[src/sv/dqs_pkg.sv]
// Package for the double-ended queue with search: request/response types and codes.
`default_nettype none

package dqs_pkg;

    // Request codes
    localparam logic [2:0] REQ_PUSH_FRONT = 3'd0;
    localparam logic [2:0] REQ_PUSH_BACK  = 3'd1;
    localparam logic [2:0] REQ_POP_FRONT  = 3'd2;
    localparam logic [2:0] REQ_POP_BACK   = 3'd3;
    localparam logic [2:0] REQ_SEARCH     = 3'd4;

    // Status codes
    localparam logic [1:0] ST_OK        = 2'd0;
    localparam logic [1:0] ST_FULL      = 2'd1;
    localparam logic [1:0] ST_EMPTY     = 2'd2;
    localparam logic [1:0] ST_NOT_FOUND = 2'd3;

    // Input item
    typedef struct packed {
        logic        [2:0]  req_type;
        logic signed [31:0] item_value;
    } t_req;

    // Result item
    typedef struct packed {
        logic        [1:0]  status;
        logic signed [31:0] popped_value;
        logic        [3:0]  match_position;
        logic        [4:0]  item_count;
    } t_rsp;

    // Commands broadcast to every cell of the chain
    typedef struct packed {
        logic shift_back;   // take the entry of the cell in front
        logic shift_fwd;    // take the entry of the cell behind
        logic lane_load;    // copy the entry into the scan lane
        logic lane_shift;   // take the scan lane of the cell behind
    } t_cell_ctl;

endpackage

`default_nettype wire

[src/sv/dqs_cell.sv]
// One storage cell of the queue chain: an entry register and a scan lane register.
`default_nettype none

module dqs_cell (
    input  wire                    i_clk,
    input  wire dqs_pkg::t_cell_ctl i_ctl,
    input  wire                    i_wr,
    input  wire signed [31:0]      i_wr_value,
    input  wire signed [31:0]      i_prev,
    input  wire signed [31:0]      i_next,
    input  wire signed [31:0]      i_next_lane,
    output logic signed [31:0]     o_value,
    output logic signed [31:0]     o_lane
);

    logic signed [31:0] r_value;
    logic signed [31:0] r_lane;

    // Move the entry along the chain or load it in place
    always_ff @(posedge i_clk) begin
        if (i_ctl.shift_back) begin
            r_value <= i_prev;
        end else if (i_ctl.shift_fwd) begin
            r_value <= i_next;
        end else if (i_wr) begin
            r_value <= i_wr_value;
        end
    end

    // Copy entries into the scan lane, then advance it toward the front
    always_ff @(posedge i_clk) begin
        if (i_ctl.lane_load) begin
            r_lane <= r_value;
        end else if (i_ctl.lane_shift) begin
            r_lane <= i_next_lane;
        end
    end

    assign o_value = r_value;
    assign o_lane  = r_lane;

endmodule

`default_nettype wire

[src/sv/double_ended_queue_with_search.sv]
// Double-ended queue with search, built as a chain of storage cells.
// Requests are registered in the idle state; push front, push back, pop front and unused codes
// write their result in the exec state; pop back and search first scan, the scan lane moving one
// cell toward the front per cycle. Every result waits for a free output slot.
// Throughput: one item at a time; the next input transfer follows the result write.
// Reset clears the occupancy and the output valid; cell entries stay undefined.
`default_nettype none

module double_ended_queue_with_search #(
    parameter int DEPTH = 16
) (
    input  wire              i_clk,
    input  wire              i_rst_n,
    input  wire              i_in_valid,
    output logic             o_in_stall,
    input  wire dqs_pkg::t_req i_in_data,
    output logic             o_out_valid,
    input  wire              i_out_stall,
    output dqs_pkg::t_rsp    o_out_data
);

    localparam int CW = $clog2(DEPTH + 1);
    localparam int IW = $clog2(DEPTH);

    typedef enum logic [2:0] {
        ST_IDLE = 3'b001,
        ST_EXEC = 3'b010,
        ST_SCAN = 3'b100
    } t_state;

    t_state            r_state, n_state;
    dqs_pkg::t_req     r_req, n_req;
    logic [CW-1:0]     r_count, n_count;
    logic [IW-1:0]     r_idx, n_idx;
    dqs_pkg::t_rsp     r_out, n_out;
    logic              r_out_valid, n_out_valid;

    dqs_pkg::t_cell_ctl w_ctl;
    dqs_pkg::t_rsp      w_rsp;
    logic               w_rsp_we;
    logic               w_slot_free;
    logic               w_full;
    logic               w_empty;
    logic               w_hit;
    logic               w_last;
    logic [CW-1:0]      w_count_m1;
    logic signed [31:0] w_val  [DEPTH];
    logic signed [31:0] w_lane [DEPTH];

    // Cell chain
    for (genvar gi = 0; gi < DEPTH; gi++) begin : g_cell
        logic signed [31:0] w_prev;
        logic signed [31:0] w_next;
        logic signed [31:0] w_next_lane;
        logic               w_wr;

        if (gi == 0) begin : g_head
            assign w_prev = r_req.item_value;
        end else begin : g_mid
            assign w_prev = w_val[gi-1];
        end

        if (gi == DEPTH - 1) begin : g_tail
            assign w_next      = w_val[gi];
            assign w_next_lane = w_lane[gi];
        end else begin : g_body
            assign w_next      = w_val[gi+1];
            assign w_next_lane = w_lane[gi+1];
        end

        // Push back writes the cell just past the last entry
        assign w_wr = (r_state == ST_EXEC) && w_slot_free && !w_full
                    && (r_req.req_type == dqs_pkg::REQ_PUSH_BACK)
                    && (r_count == CW'(gi));

        dqs_cell u_cell (
            .i_clk       (i_clk),
            .i_ctl       (w_ctl),
            .i_wr        (w_wr),
            .i_wr_value  (r_req.item_value),
            .i_prev      (w_prev),
            .i_next      (w_next),
            .i_next_lane (w_next_lane),
            .o_value     (w_val[gi]),
            .o_lane      (w_lane[gi])
        );
    end

    assign w_slot_free = !r_out_valid || !i_out_stall;
    assign w_full      = (r_count == CW'(DEPTH));
    assign w_empty     = (r_count == '0);
    assign w_count_m1  = r_count - 1'b1;
    assign w_hit       = (r_req.req_type == dqs_pkg::REQ_SEARCH)
                       && (w_lane[0] == r_req.item_value);
    assign w_last      = (r_idx == IW'(w_count_m1));

    // Sequence one request and build its result
    always_comb begin
        n_state  = r_state;
        n_req    = r_req;
        n_count  = r_count;
        n_idx    = r_idx;
        w_ctl    = '0;
        w_rsp    = '0;
        w_rsp_we = 1'b0;
        unique case (r_state)
            ST_IDLE: begin
                if (i_in_valid) begin
                    n_req   = i_in_data;
                    n_state = ST_EXEC;
                end
            end
            ST_EXEC: begin
                if (w_slot_free) begin
                    w_rsp_we = 1'b1;
                    n_state  = ST_IDLE;
                    unique case (r_req.req_type) inside
                        dqs_pkg::REQ_PUSH_FRONT: begin
                            if (w_full) begin
                                w_rsp.status = dqs_pkg::ST_FULL;
                            end else begin
                                w_ctl.shift_back = 1'b1;
                                n_count          = r_count + 1'b1;
                            end
                        end
                        dqs_pkg::REQ_PUSH_BACK: begin
                            if (w_full) begin
                                w_rsp.status = dqs_pkg::ST_FULL;
                            end else begin
                                n_count = r_count + 1'b1;
                            end
                        end
                        dqs_pkg::REQ_POP_FRONT: begin
                            if (w_empty) begin
                                w_rsp.status = dqs_pkg::ST_EMPTY;
                            end else begin
                                w_rsp.popped_value = w_val[0];
                                w_ctl.shift_fwd    = 1'b1;
                                n_count            = w_count_m1;
                            end
                        end
                        dqs_pkg::REQ_POP_BACK, dqs_pkg::REQ_SEARCH: begin
                            if (w_empty) begin
                                w_rsp.status = (r_req.req_type == dqs_pkg::REQ_SEARCH)
                                             ? dqs_pkg::ST_NOT_FOUND : dqs_pkg::ST_EMPTY;
                            end else begin
                                // Start the scan from the front entry
                                w_rsp_we        = 1'b0;
                                w_ctl.lane_load = 1'b1;
                                n_idx           = '0;
                                n_state         = ST_SCAN;
                            end
                        end
                        default: begin
                        end
                    endcase
                end
            end
            ST_SCAN: begin
                if (w_hit || w_last) begin
                    // Finish once the output slot can take the result
                    if (w_slot_free) begin
                        w_rsp_we = 1'b1;
                        n_state  = ST_IDLE;
                        if (r_req.req_type == dqs_pkg::REQ_SEARCH) begin
                            if (w_hit) begin
                                w_rsp.match_position = 4'(r_idx);
                            end else begin
                                w_rsp.status = dqs_pkg::ST_NOT_FOUND;
                            end
                        end else begin
                            w_rsp.popped_value = w_lane[0];
                            n_count            = w_count_m1;
                        end
                    end
                end else begin
                    w_ctl.lane_shift = 1'b1;
                    n_idx            = r_idx + 1'b1;
                end
            end
            default: begin
                n_state = ST_IDLE;
            end
        endcase
        w_rsp.item_count = 5'(n_count);
    end

    // Output register: load a finished result, drop it after the transfer
    always_comb begin
        n_out       = r_out;
        n_out_valid = r_out_valid;
        if (r_out_valid && !i_out_stall) begin
            n_out_valid = 1'b0;
        end
        if (w_rsp_we) begin
            n_out       = w_rsp;
            n_out_valid = 1'b1;
        end
    end

    always_ff @(posedge i_clk) begin
        if (!i_rst_n) begin
            r_state     <= ST_IDLE;
            r_count     <= '0;
            r_out_valid <= 1'b0;
        end else begin
            r_state     <= n_state;
            r_count     <= n_count;
            r_out_valid <= n_out_valid;
        end
    end

    always_ff @(posedge i_clk) begin
        r_req <= n_req;
        r_idx <= n_idx;
        r_out <= n_out;
    end

    assign o_in_stall  = (r_state != ST_IDLE);
    assign o_out_valid = r_out_valid;
    assign o_out_data  = r_out;

    // Occupancy never passes the store depth
    a_count_bound: assert property (@(posedge i_clk) disable iff (!i_rst_n)
        r_count <= CW'(DEPTH))
        else $error("occupancy above depth");

    // A scan runs only over a non-empty store
    a_scan_nonempty: assert property (@(posedge i_clk) disable iff (!i_rst_n)
        (r_state == ST_SCAN) |-> (r_count != '0))
        else $error("scan on empty store");

    // The scan position stays inside the held entries
    a_scan_idx: assert property (@(posedge i_clk) disable iff (!i_rst_n)
        (r_state == ST_SCAN) |-> (CW'(r_idx) < r_count))
        else $error("scan index past last entry");

    // A pending full result means the store is still full
    a_full_consistent: assert property (@(posedge i_clk) disable iff (!i_rst_n)
        (r_out_valid && (r_out.status == dqs_pkg::ST_FULL)) |-> w_full)
        else $error("full status with free space");

endmodule

`default_nettype wire

[config.mk]
export PLATFORM = sky130hd
export DESIGN_NAME = double_ended_queue_with_search
export DESIGN_NICKNAME = d
export VERILOG_FILES = /design/src/sv/dqs_pkg.sv /design/src/sv/dqs_cell.sv /design/src/sv/double_ended_queue_with_search.sv
export SDC_FILE = /design/constraint.sdc
export NUM_CORES = 2
export LEC_CHECK = 0
export BUFFER_PORTS_ARGS = -buffer_cell sky130_fd_sc_hd__clkbuf_2
export CORE_MARGIN = 2
export CORE_UTILIZATION = 55
export CTS_CLUSTER_DIAMETER = 30
export CTS_CLUSTER_SIZE = 28
export DETAILED_ROUTE_END_ITERATION = 10
export GPL_TIMING_DRIVEN = 0
export PLACE_DENSITY = 0.71
export SLEW_MARGIN = 20
export SYNTH_ARGS = -nofsm -noshare
export SYNTH_HDL_FRONTEND = slang
export SYNTH_SLANG_ARGS = --single-unit
[constraint.sdc]
create_clock -name i_clk -period 108.4 [get_ports i_clk]
set_clock_uncertainty 0.15 [all_clocks]
set_input_delay 5.42 -clock i_clk [delete_from_list [all_inputs] [get_ports i_clk]]
set_output_delay 5.42 -clock i_clk [all_outputs]
set_load 0.05 [all_outputs]
-- Word level (Yosys, flattened, before mapping)
Cells that the tools add are included.
- add/subtract/negate cells: 3
- equality and inequality tests: 34
- multiplexer cells: 131
- reduce and logical (&&, ||, !) cells: 54
- operator list (kind ; number):
    2-to-1 mux 32 bit ; 81
    2-to-1 mux 38 bit ; 2
    one-hot mux 34 bit (2 select lines) ; 1
    nonzero test 3 bit ; 15
    == test 5 x 4 -> 1 bit (second input constant) ; 8
    2-to-1 mux 34 bit ; 1
    == test 32 bit ; 1
    2-to-1 mux 5 bit ; 6
    2-to-1 mux 3 bit ; 8
    2-to-1 mux 4 bit ; 6
    logical AND 1 bit ; 21
    == test 5 x 3 -> 1 bit (second input constant) ; 4
    one-hot mux 5 bit (2 select lines) ; 2
    2-to-1 mux 1 bit ; 16
    != test 2 bit (second input constant) ; 6
    == test 5 x 2 -> 1 bit (second input constant) ; 2
    AND reduction 5 bit ; 2
    == test 3 x 2 -> 1 bit (second input constant) ; 3
    one-hot mux 3 bit (3 select lines) ; 1
    2-to-1 mux 2 bit ; 4
    one-hot mux 4 bit (2 select lines) ; 1
    nonzero test 2 bit ; 4
    == test 3 x 1 -> 1 bit (second input constant) ; 2
    == test 3 bit (second input constant) ; 2
    17 further kinds ; 23
- register bits: 1115
- input bits: 39
- output and inout port bits: 45
- word-level logic and storage cells: 264

-- Longest topological paths before layout
- depth after elaboration: 9
- gate-level depth with buffers: 12

-- Hierarchy
From an unflattened synthesis, not the netlist that was laid out.
- cells, all modules: 3710
- area total of the unflattened synthesis: 55460.7 sq um
- modules (own cells, without submodules) (module ; instances ; cells each ; area an instance (sq um) ; seq. area each (sq um)):
    dqs_cell ; 16 ; 209 ; 3180.6 ; 1921.8
    double_ended_queue_with_search ; 1 ; 366 ; 4571.9 ; 2642.5

-- Worst setup path after synthesis
OpenSTA, ideal clock, no wires.
- kind: register -> register
- from: reg r_count[0]
- to: reg g_cell[0].u_cell.r_lane[0], enable pin
- setup time: 2.027 ns
- data arrival time: 36.454 ns
- path slack: 69.769 ns
- cell stages (with the launch flop): 9
- path through: dfxtp_1 > clkbuf_1 > inv_1 > ha_1 > xor2_1 > and3_1 > and2_1 > clkbuf_1 > o31ai_1
- longest elaborated chain between the ends: 6
- elaborated cells between the ends (all ways): 11
- classes of those cells: 1 x add/sub; 1 x eq/ne; 6 x mux; 3 x reduce/logical
- ends and longest elaborated chain (item ; RTL line ; source):
    from (decl) ; double_ended_queue_with_search.sv:33 ; logic [CW-1:0] r_count, n_count;
    from (signal assigned) ; double_ended_queue_with_search.sv:208 ; r_count <= n_count;
    subtractor 5 x 1 -> 5 bit or logical NOT 5 bit (tied branches) ; double_ended_queue_with_search.sv:92, double_ended_queue_with_search.sv:91 ;
    == test 4 bit or 2-to-1 mux 1 bit (tied branches) ; double_ended_queue_with_search.sv:95, double_ended_queue_with_search.sv:143 ;
    logical OR 1 bit or 2-to-1 mux 1 bit (tied branches) ; double_ended_queue_with_search.sv:160, double_ended_queue_with_search.sv:117 ;
    2-to-1 mux 1 bit or 2-to-1 mux 3 bit (tied branches) ; double_ended_queue_with_search.sv:160, double_ended_queue_with_search.sv:114 ;
    2-to-1 mux 1 bit or 2-to-1 mux 3 bit (tied branches) ; double_ended_queue_with_search.sv:106 ; unique case (r_state)
    nonzero test 2 bit (no line) * ; -- ;
    to (signal assigned) ; dqs_cell.sv:33 ; r_lane <= r_value;
    to (signal assigned) ; dqs_cell.sv:35 ; r_lane <= i_next_lane;
    to (decl) ; dqs_cell.sv:17 ; logic signed [31:0] r_lane;
Mark *: on every way between the ends. The rest lies on a longest branch, timed or not.
A chain may end at the register's enable or synchronous reset.

-- Worst setup path after layout
- from: in i_out_stall
- to: reg g_cell[4].u_cell.r_lane[10], enable pin
- longest elaborated chain between the ends: 5
- ends and longest elaborated chain (item ; RTL line ; source):
    from (decl) ; double_ended_queue_with_search.sv:18 ; input wire i_out_stall,
    logical NOT 1 bit ; double_ended_queue_with_search.sv:89 ; assign w_slot_free = !r_out_valid || !i_out_stall;
    logical OR 1 bit ; double_ended_queue_with_search.sv:89 ;
    2-to-1 mux 3 bit ; double_ended_queue_with_search.sv:114 ; if (w_slot_free) begin
    2-to-1 mux 3 bit ; double_ended_queue_with_search.sv:106 ;
    nonzero test 2 bit (no line) ; -- ;
    to (signal assigned) ; dqs_cell.sv:33 ;
    to (signal assigned) ; dqs_cell.sv:35 ;
    to (decl) ; dqs_cell.sv:17 ;
No other way between the ends.

==> flow_summary.toml <==
[run_status]
status = "finished clean"

[critical_path]
path_max_fanout = 15
cp-end-kind = "flop"
worst_setup_path_start_kind = "input pin"
cp.required_ps = 108710
crit_type = "in -> reg"
crit_arrival_ps = 9120

[finish]
drive_gt1_frac = 0.1625
area_delta_synth_final_pct = 20.40
design_area_mm2 = 0.05690
multi_input_area_mm2 = 0.01274
seq_area_mm2 = 0.03339
fin_util = 0.6682
final_common_cell = "nand2_1"
layout_common_cells = "nand2_1 (1555), edfxtp_1 (1106), a221o_1 (448), clkbuf_16 (187), clkbuf_1 (134)"
fill_cells = 6023
nets = 4053
final_cells = 5323

[place]
port_buffers = 83
hpwl_um = 107900
finalWeightedCongestion = 0.9453
dp_slack_ps = 98920
post_dp_cell_area_mm2 = 0.05028
dpl.cell_count = 4962

[grt]
grt_antenna_before_repair = 6
grt.overflow.total = 0
grt_pass1_wl_um = 216300
grt_pass1_vias = 32333
grt_max_degree = 42
grt_use_total = 0.3361

[power_and_ir_drop]
peakVddDrop_v = 0.00001695
pwr_density_cell_mw_per_mm2 = 21.73
p_leak_uw = 0.02151

[timing]
max_freq_ghz = 0.1136
rsz0062_at_grt = "no"
setup_viol = 0
slew_headroom = 0.1640
tns_ps = 0
finalHoldViolations = 0
worst_slack_ps = 99590
finalCritPeriodShare = 0.08123
period_minus_slack_ps = 8806
drv_slew = 0
worst_pin_slew_ps = 1254

[synth]
syn_inst = 3678
syn_area_per_cell_um2 = 12.85
yosys-top-cells-area = "edfxtp_1 (70%), nand2_1 (12%), a221o_1 (9.5%)"
post-synth-top-area-fraction = 0.7028
ys.flop_type = "edfxtp_1"
yosys.area.top_type = "edfxtp_1"
synth_edf_count = 1106
synth_seq_cells = 1115
synth_nets = 3724
ys_types = 58
ys.warnings.count = 0
yosysSeqAreaShare = 0.7066
netlist_area_mm2 = 0.04726
async_flop_share = 0

[floorplanning]
die_width_um = 297.1
pin_count = 84
start_util = 0.5550
rows = 107
die_y_um = 297.1
fp.dieArea_mm2 = 0.08828
core_mm2 = 0.08515

[cts]
path_clk_slew_ps = 60
clk_latency_ps = 800
cts_tree = "done"
cts_hold_buf = 0
cts_buffers = 187
clock_sinks = 1115
root_buffer = "clkbuf_16"
cts_resized = 0
clk_path_buf_depth = 3
h-tree-depth = 4
cts_setup_buffers = 0

[detailed_routing]
viasPerCell = 6.343
dr_total_vias = 33762
drc_errors = 0
wl_per_cell_um = 28.08
wl_um = 149500
drt_iter0_drc = 5214
first_pass_iters = 6
drt.antenna.violating_nets = 0

[job]
cap_violations = 0

[worst_hold_path]
hold_path_class = "reg -> reg"
[logic make-up after synthesis]
family                   share of synthesized area
AO/OA/AOI/OAI                               0.1081
adder cells (fa/ha/maj)                   0.001853
XOR/XNOR                                  0.008075
flip-flops                                  0.7066
AND/OR/NAND/NOR                             0.1397
multiplexers                              0.007625
buffers and inverters                      0.02799
[critical path, cell delays in order]
cell and delay (ps):
clkbuf_2 90, nand2_1 80, clkbuf_1 410, nand2_1 260
or2_1 270, buf_2 230, clkbuf_1 470, o31ai_4 340
buf_8 260, buf_6 220, buf_6 220, buf_6 210
buf_6 210, buf_8 180, buf_6 200
[state kept, by name, summed over array words and instances, names as in the netlist]
| signal | count |
|---|---|
| g_cell.u_cell.o_lane | 512 |
| g_cell.u_cell.o_value | 512 |
| g_cell.w_prev | 32 |
| o_out_data | 43 |
| o_out_valid | 1 |
| r_count | 5 |
| r_idx | 4 |
| r_req | 3 |
| r_state | 3 |
[report_power, final]
group	leakage [uW]	internal, uW	switching (uW)
Sequential	0.0100	497	24.1
Combinational	0.00835	43.1	63.0
Clock	0.00314	382	227
[metal layers]
layer,GRT usage,vias up,share of wire
li1,-,14407,-
met1,0.4309,16445,0.36
met2,0.4970,2500,0.44
met3,0.1090,406,0.13
met4,0.2092,4,0.064
met5,0.01299,-,0.0012
[final cells by class]
type,count,area share
Antenna cell,6,0.0002639
Buffer,270,0.02274
Clock buffer,203,0.08365
Clock inverter,152,0.03237
Inverter,8,0.0005278
Multi-Input combinational cell,2285,0.2239
Sequential cell,1115,0.5869
Tap cell,1144,0.02516
Timing Repair Buffer,140,0.02454
[cells in the mapped netlist (2+ instances only)]
cell	instances
o21ai_0	20
and2_4	14
and3_1	7
nor4_1	8
a221o_1	448
ha_1	7
buf_4	40
nor3b_1	4
nor4_2	2
and2_1	25
o31ai_1	4
nor3_1	7
xor2_1	36
o31a_1	2
nand2b_1	4
nand4_1	5
nor2b_1	5
inv_1	7
xnor2_1	5
buf_1	6
nand2_1	1555
buf_2	103
a22o_1	32
o21a_1	2
a31oi_1	6
a21oi_1	8
nand3b_1	2
nor2_1	14
dfxtp_1	9
edfxtp_1	1106
nor2_2	2
mux2_2	32
clkbuf_1	121
a22oi_1	3
nand3_1	4
[worst paths after layout]
kind / start / to / slack (ps) / cells after the start
worst max-delay path: i_out_stall / g_cell[4].u_cell.o_lane[10]$_DFFE_PP_ / 99590 / 15
worst max register to register: g_cell[0].w_prev[9]$_DFFE_PP_ / g_cell[4].u_cell.o_lane[10]$_DFFE_PP_ / 103340 / 12
worst min register to register: g_cell[15].u_cell.o_value[12]$_DFFE_PP_ / g_cell[15].u_cell.o_lane[12]$_DFFE_PP_ / 300 / 0
worst min-delay path: g_cell[15].u_cell.o_value[12]$_DFFE_PP_ / g_cell[15].u_cell.o_lane[12]$_DFFE_PP_ / 300 / 0
[per-stage QoR]
| stage | total power [uW] | hold WS [ps] |
|---|---|---|
| floorplan | 586.9 | 276.9 |
| global placement | 628.4 | 284.2 |
| detailed placement | 628.6 | 287.7 |
| CTS | 1232 | 283.2 |
| global route | 1263 | 292.6 |
| finish | 1236 | 298.1 |
Note: power is estimated with default switching activity, not from simulation.
